### config.mk
export PLATFORM = sky130hd
export DESIGN_NAME = cce_queue
export DESIGN_NICKNAME = d
export VERILOG_FILES = /design/src/design/complex_component_extract_macros.svh /design/src/design/cce_pkg.sv /design/src/design/cce_queue.sv
export SDC_FILE = /design/constraint.sdc
export NUM_CORES = 1
export LEC_CHECK = 0
export BUFFER_PORTS_ARGS = -buffer_cell sky130_fd_sc_hd__buf_2
export CAP_MARGIN = 10
export CORE_MARGIN = 2
export CORE_UTILIZATION = 56
export DETAILED_ROUTE_END_ITERATION = 16
export PLACE_DENSITY = 0.86
export SLEW_MARGIN = 40
export SYNTH_ARGS = -nofsm -noshare
export SYNTH_HDL_FRONTEND = slang
export SYNTH_SLANG_ARGS = --single-unit
### constraint.sdc
create_clock -name clock -period 5.6 [get_ports clock]
set_clock_uncertainty 0.15 [all_clocks]
set_input_delay 0.56 -clock clock [delete_from_list [all_inputs] [get_ports clock]]
set_output_delay 0.56 -clock clock [all_outputs]
set_load 0.005 [all_outputs]
### src/design/complex_component_extract_macros.svh
`ifndef COMPLEX_COMPONENT_EXTRACT_MACROS_SVH
`define COMPLEX_COMPONENT_EXTRACT_MACROS_SVH

// same-cycle implication, off while reset is high
`define CCE_ASSERT_IMP(lbl, clk, rst, ante, cons, msg) \
   lbl: assert property (@(posedge clk) disable iff (rst) (ante) |-> (cons)) \
      else $error(msg);

// next-cycle implication, also checked across reset
`define CCE_ASSERT_NXT(lbl, clk, ante, cons, msg) \
   lbl: assert property (@(posedge clk) (ante) |=> (cons)) else $error(msg);

`endif

### src/design/cce_pkg.sv
`default_nettype none

package cce_pkg;

   localparam int SAMPLE_WIDTH_DEF  = 16;
   localparam int CORDIC_STAGES_DEF = 16;
   localparam int MAX_DIM_DEF       = 1024;
   localparam int GUARD_BITS        = 14;
   localparam int GAIN_W            = 30;
   localparam int QUEUE_DEPTH       = 4;
   localparam int STATUS_W          = 2;
   localparam int MODE_W            = 3;
   localparam int PHASE_W           = 16;
   localparam int ANGLE_W           = 34;
   localparam int CSR_INDEX_W       = 1;

   localparam logic [GAIN_W-1:0] GAIN_FIX = 30'd652032874;

   localparam logic [MODE_W-1:0] MODE_REAL   = 3'd0;
   localparam logic [MODE_W-1:0] MODE_IMAG   = 3'd1;
   localparam logic [MODE_W-1:0] MODE_MAG    = 3'd2;
   localparam logic [MODE_W-1:0] MODE_PHASE  = 3'd3;
   localparam logic [MODE_W-1:0] MODE_MAG_SQ = 3'd4;

   localparam logic [STATUS_W-1:0] STATUS_OK       = 2'd0;
   localparam logic [STATUS_W-1:0] STATUS_BAD_POS  = 2'd1;
   localparam logic [STATUS_W-1:0] STATUS_BAD_MODE = 2'd2;

   localparam logic [CSR_INDEX_W-1:0] CSR_FRAME_WIDTH  = 1'b0;
   localparam logic [CSR_INDEX_W-1:0] CSR_FRAME_HEIGHT = 1'b1;

   // atan(2^-i) in units of pi/2^31
   localparam logic [31:0] ATAN_TAB [32] = '{
      32'd536870912, 32'd316933406, 32'd167458907, 32'd85004756, 32'd42667331,
      32'd21354465, 32'd10679838, 32'd5340245, 32'd2670163, 32'd1335087,
      32'd667544, 32'd333772, 32'd166886, 32'd83443, 32'd41722, 32'd20861,
      32'd10430, 32'd5215, 32'd2608, 32'd1304, 32'd652, 32'd326, 32'd163,
      32'd81, 32'd41, 32'd20, 32'd10, 32'd5, 32'd3, 32'd1, 32'd1, 32'd0
   };

   typedef enum logic [2:0] {
      KIND_NONE,
      KIND_REAL,
      KIND_IMAG,
      KIND_MAG,
      KIND_PHASE,
      KIND_MAG_SQ
   } kind_type;

   typedef struct packed {
      kind_type              kind;
      logic [STATUS_W-1:0]   status;
   } ctl_type;

endpackage

`default_nettype wire

### src/design/cce_queue.sv
`default_nettype none

module cce_queue
   import cce_pkg::*;
#(
   parameter int WIDTH = 8,
   parameter int DEPTH = QUEUE_DEPTH
) (
   input  wire              clock,
   input  wire              reset,
   input  wire              push_valid,
   output logic             push_ready,
   input  wire  [WIDTH-1:0] push_data,
   output logic             pop_valid,
   input  wire              pop_ready,
   output logic [WIDTH-1:0] pop_data
);

   localparam int PTR_W = $clog2(DEPTH);
   localparam int CNT_W = $clog2(DEPTH + 1);

   logic [WIDTH-1:0] mem_ff [DEPTH];
   logic [PTR_W-1:0] wr_ptr_ff, wr_ptr_in;
   logic [PTR_W-1:0] rd_ptr_ff, rd_ptr_in;
   logic [CNT_W-1:0] count_ff, count_in;
   logic             push, pop;

   assign push_ready = (count_ff != CNT_W'(DEPTH));
   assign pop_valid  = (count_ff != '0);
   assign pop_data   = mem_ff[rd_ptr_ff];
   assign push       = push_valid && push_ready;
   assign pop        = pop_valid && pop_ready;

   always_comb begin
      wr_ptr_in = wr_ptr_ff;
      rd_ptr_in = rd_ptr_ff;
      count_in  = count_ff;
      if (push) begin
         wr_ptr_in = (wr_ptr_ff == PTR_W'(DEPTH - 1)) ? '0 : wr_ptr_ff + 1'b1;
      end
      if (pop) begin
         rd_ptr_in = (rd_ptr_ff == PTR_W'(DEPTH - 1)) ? '0 : rd_ptr_ff + 1'b1;
      end
      case ({push, pop})
         2'b10:   count_in = count_ff + 1'b1;
         2'b01:   count_in = count_ff - 1'b1;
         default: count_in = count_ff;
      endcase
   end

   always_ff @(posedge clock) begin
      if (reset) begin
         wr_ptr_ff <= '0;
         rd_ptr_ff <= '0;
         count_ff  <= '0;
      end else begin
         wr_ptr_ff <= wr_ptr_in;
         rd_ptr_ff <= rd_ptr_in;
         count_ff  <= count_in;
      end
   end

   always_ff @(posedge clock) begin
      if (push) begin
         mem_ff[wr_ptr_ff] <= push_data;
      end
   end

endmodule

`default_nettype wire

; Yosys cells after proc, flatten, opt, wreduce, memory -nomap -nowiden
; Memories as Yosys holds them, arrays and structs flattened. A register that Yosys moved wholly into a read port is not among the register bits.
; Index checks and enable logic that the tools add are counted.
[totals]
ff_bits = 7
ram_bits = 32
wordCells = 24
mem_count = 1
[mem_list]
columns = name, words, width, rd, rd_clocked_by_memory_dff, wr, line
row1 = mem_ff, 4, 8, 1, 1, 1, cce_queue.sv:22  ; logic [WIDTH-1:0] mem_ff [DEPTH];
[classes]
addsub = 4
n_eq_ne = 5
mux = 7
n_reduce_logical = 4
[ops]
columns = operator, n
row1 = $mux 2, 4
row2 = $eq 2x2->1 const B, 3
row3 = $pmux 3 s2, 1
row4 = $add 2x1->2 const B, 2
row5 = $add 3x1->3 const B, 1
row6 = $ne 3x3->1 const B, 1
row7 = $reduce_bool 3->1, 1
row8 = $sub 3x1->3 const B, 1
row9 = $eq 2x1->1 const B, 1
row10 = $logic_and 1x1->1, 2
row11 = $mux 1, 2
row12 = $reduce_bool 2->1, 1

; Depth between registers and ports, before layout
[logic_depth]
depth_word = 4
depth_mapped = 9
depth_no_buf = 8

; Worst setup path after synthesis
; OpenSTA, ideal clock, no wires.
[synth_timing]
kind = flip-flop to flip-flop
startpoint = reg count_ff[2]
endpoint = reg count_ff[2]
setup_ps = 70
arrival_ps = 2179
required_time_ps = 5380
setup_slack_ps = 3201
path_stages_with_launch = 10
n_path_buf = 1
synth_period_minus_slack_ps = 2399
path_cell_list = dfxtp_1 or3b_1 buf_6 nand2_2 ha_1 inv_1 fa_1 xor2_1 or3_2 a21oi_1
[synth_between]
elab_chain_len = 4
[synth_lines]
columns = item, line
row1 = from (decl), cce_queue.sv:25  ; logic [CNT_W-1:0] count_ff, count_in;
row2 = from (signal assigned), cce_queue.sv:59  ; count_ff <= count_in;
row3 = $ne 3x3->1 *, cce_queue.sv:28  ; assign push_ready = (count_ff != CNT_W'(DEPTH));
row4 = net push_ready, cce_queue.sv:12  ; output logic push_ready,
row5 = $logic_and 1x1->1 *, cce_queue.sv:31  ; assign push = push_valid && push_ready;
row6 = $eq 2x1->1 / $eq 2x2->1 (equally long branches), cce_queue.sv:44  ; case ({push, pop})
row7 = $pmux 3 s2 / $reduce_bool 2->1 (equally long branches), --
; Mark *: on every way through the listed nets, which the timed path passes. The rest lies on a longest branch.
; A chain may end at the register's enable or synchronous reset.

; Worst setup path in the final report
[layout_timing]
startpoint = reg count_ff[2]
endpoint = reg count_ff[2]
[layout_between]
elab_chain_len = 4
[layout_lines]
columns = item, line
row1 = $ne 3x3->1 / $reduce_bool 3->1 (equally long branches), "cce_queue.sv:28, cce_queue.sv:29"
row2 = $logic_and 1x1->1 (on tied branches), "cce_queue.sv:31, cce_queue.sv:32"
row3 = $eq 2x1->1 / $eq 2x2->1 (equally long branches), cce_queue.sv:44
row4 = $pmux 3 s2 / $reduce_bool 2->1 (equally long branches), --
; Parallel ways exist; a longest one is shown, timed or not.

==> results.toml <==
[die]
rows = 19
die_h_um = 58.2
top_level_ports = 22
die_x_um = 58.2
coreArea_sq_mm = 0.00278
dieArea_sq_mm = 0.00339
initial_utilization = 0.592

[global_route]
grt_max_degree = 15
grt_pass1_wl_um = 4080
grt_overflow = 0
grt_pass1_vias = 894
antenna_found_initial = 0
track_usage = 0.172

[sta]
setup_tns_ns = 0
drv_slew = 0
fmax_ghz = 0.381
relSlewSlack = 0.629
period_minus_slack_ns = 2.63
finalSetupViolCount = 0
worst_slew_pin_slew_ns = 0.552
hold_viol_final = 0
fin_crit_sh = 0.469
rsz0062_at_grt = "no"

[drt]
drt_iter0_markers = 25
wl_met2_um = 1420
antenna_left = 0
vias_per_cell = 5.68
routed_wl_um = 2580
num_vias = 852
drc = 0
top_layer_used = "met4"
drt-met1-wl_um = 1020
avgRoutedWirePerCell_um = 17.2
dr_wl_met3_um = 111
drt_pass1_iterations = 4

[layout]
drive_gt1_frac = 0.361
post-route-util = 0.664
nets = 137
diodes = 0
synthToLayoutAreaGrowth_pct = 12.1
instances_no_fill = 150

[placed_design]
place_inst = 142
dp_hpwl_um = 1840
gp_congestion = 0.819
portBuffers = 21

[pwr]
total_power_uw = 760
power_leakage_nw = 0.687
max-vdd-ir-drop_mv = 0.339
p_per_area_mw_per_mm2 = 412

[clocking]
h-tree-depth = 2
clkLatencyLatePin_ns = 0.34
post-cts-setup-buffers = 0
cts_resized = 0
clockRootBuffer = "clkbuf_4"
ctsLongestPathBuffers = 2
hold_buffers = 0
cts-buffers-inserted = 5
cts.sinks = 41
clkSlewWorstSetupHoldPaths_ns = 0.12
cts_tree = "built"

[critical_path]
ff2ff_setup_slack_ns = 2.97
crit_required_ns = 5.73
worstSetupPathType = "reg2reg"
worstPathArrival_ns = 2.75
crit-reg2reg-launch = "count_ff[2]"
endpoint_kind = "register"
rr_worst_depth = 8
endpoint = "count_ff[2]"
critical_path_peak_fanout = 7
crit_start = "count_ff[2]"
crit_path_start_kind = "register"
rr_endpoint = "count_ff[2]"

[synthesis]
ys_ff_latch = 41
yosysUniqueCellTypes = 25
ys_warn_count = 0
syn_nets = 113
syn_avg_cell_area_sq_um = 17.5
synthCells = 94
ys_seq_area_frac = 0.693
syn-cell-area_sq_mm = 0.00165

[hold_path]
hold_path.class = "in2reg"
hold_path_depth = 1

[run]
cap_viol_max_count = 0

[status]
status = "finished, final reports clean"
==> cell families after synthesis <==
| logic type | count (synthesis) | synth area share |
|---|---|---|
| flip-flops | 41 | 0.693 |
| AND/OR/NAND/NOR | 17 | 0.0615 |
| buffers and inverters | 10 | 0.0281 |
| multiplexers | 10 | 0.122 |
| AO/OA/AOI/OAI | 7 | 0.0274 |
| adder cells (fa/ha/maj) | 7 | 0.0578 |
| XOR/XNOR | 2 | 0.0106 |
==> critical path, stage by stage, from the launching register on <==
cell and delay [ns]:
dfxtp_1 0.40, or3b_1 0.47, nand2_2 0.16, ha_1 0.21, inv_1 0.06, fa_1 0.38, xor2_1 0.17, or3_2 0.41
a21oi_1 0.16
==> cell usage after synthesis, drive strengths merged <==
cell / n / share of area
and3: 4 / 0.017
mux4: 8 / 0.11
o31ai: 1 / 0.0046
ha: 6 / 0.046
xor2: 2 / 0.011
o21ai: 2 / 0.0084
nand2b: 2 / 0.0076
or3b: 1 / 0.0053
inv: 6 / 0.014
a211o: 1 / 0.0053
mux2i: 2 / 0.012
fa: 1 / 0.012
nor2: 4 / 0.0091
buf: 4 / 0.014
nand2: 2 / 0.0061
dfxtp: 9 / 0.11
a21oi: 3 / 0.0091
or3: 4 / 0.017
edfxtp: 32 / 0.58
==> layout make-up <==
type	instances	area, sq um
well taps	31	38.8
clock inverters	2	16.3
multi-input cells	43	459
fillers	191	936
clock buffers	6	62.6
inverters	6	22.5
repair buffers	21	105
flip-flops and latches	41	1140
==> state kept, by name, indices dropped and copies added, names as in the netlist, named ones only <==
register and cells:
count_ff 3, mem_ff 32, rd_ptr_ff 2, wr_ptr_ff 2
==> worst min path at each step <==
stage                 startpoint      endpoint  slack [ns]
global placement    rd_ptr_ff[0]  rd_ptr_ff[0]        0.33
CTS                 push_data[5]  mem_ff[2][5]        0.25
floorplan           rd_ptr_ff[0]      register        0.31
finish              push_data[5]  mem_ff[2][5]        0.28
global route        push_data[5]  mem_ff[2][5]        0.25
detailed placement  rd_ptr_ff[0]  rd_ptr_ff[0]        0.36
==> routing by layer <==
layer / up-vias / global-route usage
met5: - / 0
met4: 0 / 0.0797
met3: 2 / 0.0625
met2: 24 / 0.308
met1: 425 / 0.177
li1: 401 / -
==> where the power goes <==
part,switching [mW],internal (mW),total [mW]
registers,0.0347,0.370,0.405
logic,0.0859,0.0987,0.185
clock network,0.0938,0.0767,0.171
total,0.214,0.546,0.760
==> stage by stage <==
| step | instance area, sq um | hold slack (ns) | worst slack, ns |
|---|---|---|---|
| 2_1_floorplan | 1650 | 0.313 | 3.20 |
| 3_3_place_gp | 1770 | 0.330 | 3.17 |
| 3_5_place_dp | 1770 | 0.361 | 3.03 |
| 4_1_cts | 1850 | 0.254 | 2.99 |
| 5_1_grt | 1850 | 0.252 | 2.90 |
| 6_report | 1850 | 0.281 | 2.97 |
==> placed cells by master (no fill, tap or decap), drive strengths merged <==
cell,Yosys,routed
a211o,1,1
a21oi,3,3
and3,4,4
buf,4,21
clkbuf,0,6
clkinv,0,1
clkinvlp,0,1
dfxtp,9,9
edfxtp,32,32
fa,1,1
ha,6,6
inv,6,6
mux2i,2,2
mux4,8,8
nand2,2,2
nand2b,2,2
nor2,4,4
o21ai,2,2
o31ai,1,1
or3,4,4
or3b,1,1
xor2,2,2
No activity file was read; power rests on OpenSTA's default activity.
