File: config.mk
export PLATFORM = sky130hd
export DESIGN_NAME = cce_front
export DESIGN_NICKNAME = d
export VERILOG_FILES = /design/src/design/complex_component_extract_macros.svh /design/src/design/cce_pkg.sv /design/src/design/cce_front.sv
export SDC_FILE = /design/constraint.sdc
export NUM_CORES = 1
export LEC_CHECK = 0
export BUFFER_PORTS_ARGS = -buffer_cell sky130_fd_sc_hd__buf_2
export CAP_MARGIN = 5
export CELL_PAD_IN_SITES_DETAIL_PLACEMENT = 1
export CELL_PAD_IN_SITES_GLOBAL_PLACEMENT = 2
export CORE_ASPECT_RATIO = 1.75
export CORE_MARGIN = 2
export CORE_UTILIZATION = 25
export CTS_CLUSTER_SIZE = 8
export DETAILED_ROUTE_END_ITERATION = 12
export PLACE_DENSITY_LB_ADDON = 0.05
export SYNTH_ARGS = -nofsm -noshare
export SYNTH_HDL_FRONTEND = slang
export SYNTH_SLANG_ARGS = --single-unit
export TNS_END_PERCENT = 5
File: constraint.sdc
create_clock -name clock -period 1.62 [get_ports clock]
set_input_delay 0.324 -clock clock [delete_from_list [all_inputs] [get_ports clock]]
set_output_delay 0.324 -clock clock [all_outputs]
set_load 0.02 [all_outputs]
File: src/design/complex_component_extract_macros.svh
`ifndef COMPLEX_COMPONENT_EXTRACT_MACROS_SVH
`define COMPLEX_COMPONENT_EXTRACT_MACROS_SVH

// same-cycle implication, off while reset is high
`define CCE_ASSERT_IMP(lbl, clk, rst, ante, cons, msg) \
   lbl: assert property (@(posedge clk) disable iff (rst) (ante) |-> (cons)) \
      else $error(msg);

// next-cycle implication, also checked across reset
`define CCE_ASSERT_NXT(lbl, clk, ante, cons, msg) \
   lbl: assert property (@(posedge clk) (ante) |=> (cons)) else $error(msg);

`endif

File: src/design/cce_pkg.sv
`default_nettype none

package cce_pkg;

   localparam int SAMPLE_WIDTH_DEF  = 16;
   localparam int CORDIC_STAGES_DEF = 16;
   localparam int MAX_DIM_DEF       = 1024;
   localparam int GUARD_BITS        = 14;
   localparam int GAIN_W            = 30;
   localparam int QUEUE_DEPTH       = 4;
   localparam int STATUS_W          = 2;
   localparam int MODE_W            = 3;
   localparam int PHASE_W           = 16;
   localparam int ANGLE_W           = 34;
   localparam int CSR_INDEX_W       = 1;

   localparam logic [GAIN_W-1:0] GAIN_FIX = 30'd652032874;

   localparam logic [MODE_W-1:0] MODE_REAL   = 3'd0;
   localparam logic [MODE_W-1:0] MODE_IMAG   = 3'd1;
   localparam logic [MODE_W-1:0] MODE_MAG    = 3'd2;
   localparam logic [MODE_W-1:0] MODE_PHASE  = 3'd3;
   localparam logic [MODE_W-1:0] MODE_MAG_SQ = 3'd4;

   localparam logic [STATUS_W-1:0] STATUS_OK       = 2'd0;
   localparam logic [STATUS_W-1:0] STATUS_BAD_POS  = 2'd1;
   localparam logic [STATUS_W-1:0] STATUS_BAD_MODE = 2'd2;

   localparam logic [CSR_INDEX_W-1:0] CSR_FRAME_WIDTH  = 1'b0;
   localparam logic [CSR_INDEX_W-1:0] CSR_FRAME_HEIGHT = 1'b1;

   // atan(2^-i) in units of pi/2^31
   localparam logic [31:0] ATAN_TAB [32] = '{
      32'd536870912, 32'd316933406, 32'd167458907, 32'd85004756, 32'd42667331,
      32'd21354465, 32'd10679838, 32'd5340245, 32'd2670163, 32'd1335087,
      32'd667544, 32'd333772, 32'd166886, 32'd83443, 32'd41722, 32'd20861,
      32'd10430, 32'd5215, 32'd2608, 32'd1304, 32'd652, 32'd326, 32'd163,
      32'd81, 32'd41, 32'd20, 32'd10, 32'd5, 32'd3, 32'd1, 32'd1, 32'd0
   };

   typedef enum logic [2:0] {
      KIND_NONE,
      KIND_REAL,
      KIND_IMAG,
      KIND_MAG,
      KIND_PHASE,
      KIND_MAG_SQ
   } kind_type;

   typedef struct packed {
      kind_type              kind;
      logic [STATUS_W-1:0]   status;
   } ctl_type;

endpackage

`default_nettype wire

File: src/design/cce_front.sv
`default_nettype none

module cce_front
   import cce_pkg::*;
#(
   parameter int SAMPLE_WIDTH = SAMPLE_WIDTH_DEF,
   parameter int MAX_DIM      = MAX_DIM_DEF,
   parameter int POS_W        = $clog2(MAX_DIM),
   parameter int CFG_W        = POS_W + 1
) (
   input  wire                            clock,
   input  wire                            reset,
   input  wire                            req_tvalid,
   output logic                           req_tready,
   input  wire  signed [SAMPLE_WIDTH-1:0] req_real,
   input  wire  signed [SAMPLE_WIDTH-1:0] req_imag,
   input  wire         [POS_W-1:0]        req_pos_x,
   input  wire         [POS_W-1:0]        req_pos_y,
   input  wire         [MODE_W-1:0]       req_mode,
   input  wire                            csr_wr_en,
   input  wire         [CSR_INDEX_W-1:0]  csr_index,
   input  wire         [CFG_W-1:0]        csr_wr_data,
   output logic                           out_valid,
   input  wire                            out_ready,
   output ctl_type                        out_ctl,
   output logic signed [SAMPLE_WIDTH-1:0] out_real,
   output logic signed [SAMPLE_WIDTH-1:0] out_imag
);

   logic [CFG_W-1:0] frame_width_ff, frame_width_in;
   logic [CFG_W-1:0] frame_height_ff, frame_height_in;
   logic             valid_ff, valid_in;
   ctl_type          ctl_ff, ctl_in;
   logic signed [SAMPLE_WIDTH-1:0] real_ff, imag_ff;
   logic             accept;
   logic             pos_ok;

   always_comb begin
      frame_width_in  = frame_width_ff;
      frame_height_in = frame_height_ff;
      if (csr_wr_en && (csr_index == CSR_FRAME_WIDTH)) begin
         frame_width_in = csr_wr_data;
      end
      if (csr_wr_en && (csr_index == CSR_FRAME_HEIGHT)) begin
         frame_height_in = csr_wr_data;
      end
   end

   assign pos_ok = ({1'b0, req_pos_x} < frame_width_ff) &&
                   ({1'b0, req_pos_y} < frame_height_ff);

   always_comb begin
      ctl_in.kind   = KIND_NONE;
      ctl_in.status = STATUS_OK;
      if (!pos_ok) begin
         ctl_in.status = STATUS_BAD_POS;
      end else begin
         case (req_mode)
            MODE_REAL:   ctl_in.kind = KIND_REAL;
            MODE_IMAG:   ctl_in.kind = KIND_IMAG;
            MODE_MAG:    ctl_in.kind = KIND_MAG;
            MODE_PHASE:  ctl_in.kind = KIND_PHASE;
            MODE_MAG_SQ: ctl_in.kind = KIND_MAG_SQ;
            default:     ctl_in.status = STATUS_BAD_MODE;
         endcase
      end
   end

   assign req_tready = !valid_ff || out_ready;
   assign accept     = req_tvalid && req_tready;
   assign valid_in   = accept || (valid_ff && !out_ready);

   always_ff @(posedge clock) begin
      if (reset) begin
         frame_width_ff  <= CFG_W'(MAX_DIM);
         frame_height_ff <= CFG_W'(MAX_DIM);
         valid_ff        <= 1'b0;
      end else begin
         frame_width_ff  <= frame_width_in;
         frame_height_ff <= frame_height_in;
         valid_ff        <= valid_in;
      end
   end

   always_ff @(posedge clock) begin
      if (accept) begin
         ctl_ff  <= ctl_in;
         real_ff <= req_real;
         imag_ff <= req_imag;
      end
   end

   assign out_valid = valid_ff;
   assign out_ctl   = ctl_ff;
   assign out_real  = real_ff;
   assign out_imag  = imag_ff;

endmodule

`default_nettype wire

; ---- Word level (Yosys, flattened, before mapping)
; Cells that the tools add are included.
; Widths: inputs -> output; s select.
[word_totals]
register_bits = 60
elab_cells = 27
input_bits = 72
[op_classes]
n_reduce_logical = 11
magnitude_cmp = 2
n_bitwise = 1
muxes = 2
eq_ne = 4
[ops]
columns = op, n
row1 = $lt 10x11->1, 2
row2 = $pmux 3 s5, 1
row3 = $eq 3x2->1 const B, 2
row4 = $logic_and 1x1->1, 5
row5 = $reduce_or 5->1, 1
row6 = $eq 3x1->1 const B, 1
row7 = $eq 3x3->1 const B, 1
row8 = $logic_not 3->1, 1
row9 = $logic_not 1->1, 2
row10 = $logic_or 1x1->1, 2
row11 = $mux 2, 1
row12 = $not 1->1, 1

; ---- Longest topological paths before layout
[depth]
ltp_word = 4
ltp_mapped = 6
ltp_nobuf = 6

; ---- Worst setup path before layout
; OpenSTA, ideal clock, no wires.
[synth_timing]
path_type = reg-to-reg
startpoint = reg valid_ff (netlist: out_valid)
endpoint = reg ctl_ff, in the netlist out_ctl[0], enable pin
stages_incl_launch_ff = 3
t_arrival_ps = 1560
n_path_buf = 0
t_required_ps = 1222
setup_slack_ps = -337
synth_period_minus_slack_ps = 1957
cell_sequence = dfxtp_1 > nand2b_1 > and2_1
[synth_between]
elab_chain_cells = 3
[synth_rtl]
columns = item, line
row1 = "start, declared", cce_front.sv:32  ; logic valid_ff, valid_in;
row2 = "start signal, assigned", cce_front.sv:81  ; valid_ff <= valid_in;
row3 = $logic_not 1->1, cce_front.sv:69  ; assign req_tready = !valid_ff || out_ready;
row4 = $logic_or 1x1->1, cce_front.sv:69
row5 = net req_tready, cce_front.sv:14  ; output logic req_tready,
row6 = $logic_and 1x1->1, cce_front.sv:70  ; assign accept = req_tvalid && req_tready;
row7 = net accept, cce_front.sv:35  ; logic accept;
row8 = "end signal, assigned", cce_front.sv:87  ; ctl_ff <= ctl_in;
row9 = "end, declared", cce_front.sv:33  ; ctl_type ctl_ff, ctl_in;
; The timed path passes the listed nets, and every way through them passes these cells.
; A chain may end at the register's enable or synchronous reset.

; ---- Worst setup path after layout
[layout_timing]
startpoint = reg frame_width_ff[2]
endpoint = reg ctl_ff, in the netlist out_ctl[0] (data pin)
[layout_between]
elab_chain_cells = 2
[layout_rtl]
columns = item, line
row1 = "start, declared", cce_front.sv:30  ; logic [CFG_W-1:0] frame_width_ff, frame_width_in;
row2 = "start signal, assigned", cce_front.sv:75  ; frame_width_ff <= CFG_W'(MAX_DIM);
row3 = "start signal, assigned", cce_front.sv:79  ; frame_width_ff <= frame_width_in;
row4 = $lt 10x11->1, cce_front.sv:49  ; assign pos_ok = ({1'b0, req_pos_x} < frame_width_ff) &&
row5 = $logic_and 1x1->1, cce_front.sv:49
; Every way passes these cells.

==> results.yml <==
sta:
  min_period_over_period_pct: 107.8
  worst_pin_slew_ps: 823.3
  fin_crit_ps: 1746
  rsz0062_at_grt: "yes"
  timing.final.max_slew_violations: 0
  fmax_mhz: 572.8
  slew_headroom_pct: 45.11
  finalHoldViolations: 0
  setup_ws_ps: -125.7
  setup_violations: 5
  fin_skew_ps: 6.355
synthesis:
  yosysTopAreaCell: "edfxtp_1"
  ys_types: 28
  synth.top_cell.area_share_pct: 44.76
  synth.top_cells.by_count: "nand2_1 (52), edfxtp_1 (37), a21oi_1 (26), dfxtp_1 (23), inv_1 (19)"
  syn_inst: 217
  yosysSeqAreaShare_pct: 63.31
  syn_avg_cell_area_um2: 11.44
  synth-async-reset-ratio_pct: 0
  synthFlopType: "edfxtp_1"
  syn-num-nets: 307
  synth.area.top_cells: "edfxtp_1 (45%), dfxtp_1 (19%), ha_1 (9.1%), nand2_1 (7.9%), a21oi_1 (5.2%)"
  yosysMostFrequentCell: "nand2_1"
  synth_edf_count: 37
  netlist_area_mm2: 0.002482
  synth_seq_cells: 60
  ys_warn_count: 0
power:
  total_leakage_power_uw: 0.001562
  combPwrFrac_pct: 12.7
  internal_power_uw: 3117
  power_switching_uw: 966.7
  peakVddDrop_uv: 529.2
  total_power_uw: 4083
  power_density_mw_per_mm2: 1099
  switching_share_pct: 23.67
  power_frac_clock_pct: 44.3
  pwr-share-seq_pct: 42.9
floorplan:
  die_y_um: 135.8
  dieWidth_um: 79.33
  die_area_mm2: 0.01077
  start_util_pct: 25.36
  row_count: 48
  core_area_mm2: 0.009789
  ios: 111
drt:
  drtIter0Drc: 42
  viasPerCell: 4.318
  wirelength_um: 6625
  ant_nets: 0
  via_count: 2051
  drt_pre_antenna_iters: 4
  drc: 0
  avgRoutedWirePerCell_um: 13.95
grt:
  grt_pass1_vias: 2096
  track_usage_pct: 13.08
  grt_max_degree: 38
  grt_pass1_wl_um: 10250
  antenna_found_initial: 0
  gr-total-overflow: 0
cts:
  hold_buffers: 0
  cts_buffers: 9
  clock_latency_ps: 330
  clock_sinks: 60
  postCtsSetupBuffers: 0
  clockRootBuffer: "clkbuf_16"
  cts_tree: "yes"
  clk_pin_slew_worst_paths_ps: 50
  h-tree-depth: 3
  clockBufferDepth: 2
cells_and_area:
  nets: 436
  multi_input_area_um2: 963.4
  fillers: 1123
  area_growth_pct: 49.65
  final_area_mm2: 0.003715
  diodes: 0
  seq_area_mm2: 0.001583
  drive_gt1_share_pct: 48.86
  postLayoutCoreUtil_pct: 37.95
outcome:
  run_status: "finished, violations left"
  violations: "negative setup slack"
worst_setup_path:
  crit_path_start_kind: "register"
  arrival_ps: 1820
  crit_required_ps: 1700
  worstSetupPathType: "register to register"
  crit_path_end_kind: "register"
  path_max_fanout: 2
placement:
  dpl_cell_area_mm2: 0.003273
  hpwl_um: 5236
  gp_congestion: 0.6939
  numPortBuffers: 110
min_path:
  hold_class: "primary input to register"
job:
  maxCapViolations: 0
sequential cells by signal, indices dropped and copies added (netlist names):
register and cells:
frame_height_ff 11, frame_width_ff 11, out_ctl 5, out_imag 16
out_real 16, out_valid 1
worst max-delay path, cell delays in order (launching register included):
cell	delay [ps]
dfxtp_1	320
inv_1	60
ha_4	220
a21o_1	170
a31oi_2	220
o32ai_4	140
or3b_1	360
cells in the final DEF, fill, tap and decap left out, drive strengths merged:
| cell | netlist | final |
|---|---|---|
| a211oi | 2 | 2 |
| a21o | 2 | 2 |
| a21oi | 26 | 26 |
| a31oi | 2 | 2 |
| and2 | 2 | 2 |
| buf | 0 | 124 |
| bufinv | 0 | 1 |
| clkbuf | 6 | 9 |
| clkinv | 0 | 4 |
| clkinvlp | 0 | 1 |
| dfxtp | 23 | 23 |
| edfxtp | 37 | 37 |
| ha | 18 | 18 |
| inv | 19 | 19 |
| nand2 | 52 | 52 |
| nand2b | 5 | 5 |
| nand3b | 2 | 2 |
| nand4 | 1 | 1 |
| nand4b | 2 | 2 |
| nor2 | 2 | 2 |
| nor2b | 1 | 1 |
| nor3 | 4 | 4 |
| o211ai | 1 | 1 |
| o21a | 2 | 2 |
| o21bai | 1 | 1 |
| o22ai | 2 | 2 |
| o32a | 1 | 1 |
| o32ai | 1 | 1 |
| or3 | 1 | 1 |
| or3b | 1 | 1 |
| xnor2 | 1 | 1 |
final cells by class:
class,instances,share of cell area (%)
timing repair buffer,124,17.75
clock buffer,9,6.063
inverter,19,1.920
clock inverter,6,1.516
multi-input combinational,132,25.93
sequential,60,42.61
tap,125,4.210
power by group through the flow:
stage	clock (uW)	sequential (uW)	combinational (uW)
2_1_floorplan	0	1860	176
3_3_place_gp	0	1780	480
3_5_place_dp	0	1780	488
4_1_cts	1870	1750	519
5_1_grt	1920	1760	584
6_report	1810	1750	520
routing by layer:
metal,GRT usage (%),vias to the layer above,part of all wire [%]
met5,0,-,0
met2,23.87,78,54
met1,12.64,950,37
met4,7.759,0,2.6
met3,3.984,11,6.9
li1,-,1012,-
cells by family after synthesis:
group	Yosys count	share of synthesized area (%)
xor+xnor	1	0.3529
simple gates	73	13.76
flops	60	63.31
compound gates	40	9.727
fa+ha+maj	18	9.073
buf+inv	25	3.780
worst paths after layout:
path	start	endpoint	slack, ps	depth (start not counted)
min reg2reg	frame_width_ff[2]	frame_width_ff[2]	450	2
min	req_real[11]	out_real[11]	160	1
max	frame_width_ff[2]	out_ctl[0]	-130	6
max reg2reg	frame_width_ff[2]	out_ctl[0]	-130	6
repair_timing:
action	CTS	global route
endpoints found under the setup margin	5	5
resized for setup	22	10
pin swaps	6	4
stage by stage:
| step | setup WS, ps | hold slack (ps) | cells | setup TNS [ps] |
|---|---|---|---|---|
| after floorplan | -94.86 | 393.1 | 217 | -274.7 |
| final | -125.7 | 163.8 | 475 | -383.6 |
| after CTS | -142.6 | 149.6 | 475 | -692.0 |
| after global routing | -178.2 | 147.7 | 475 | -768.6 |
| after global placement | -294.6 | 446.9 | 460 | -1416 |
| after detailed placement | -313.9 | 447.5 | 460 | -2328 |
(Power assumes the default switching activity.)
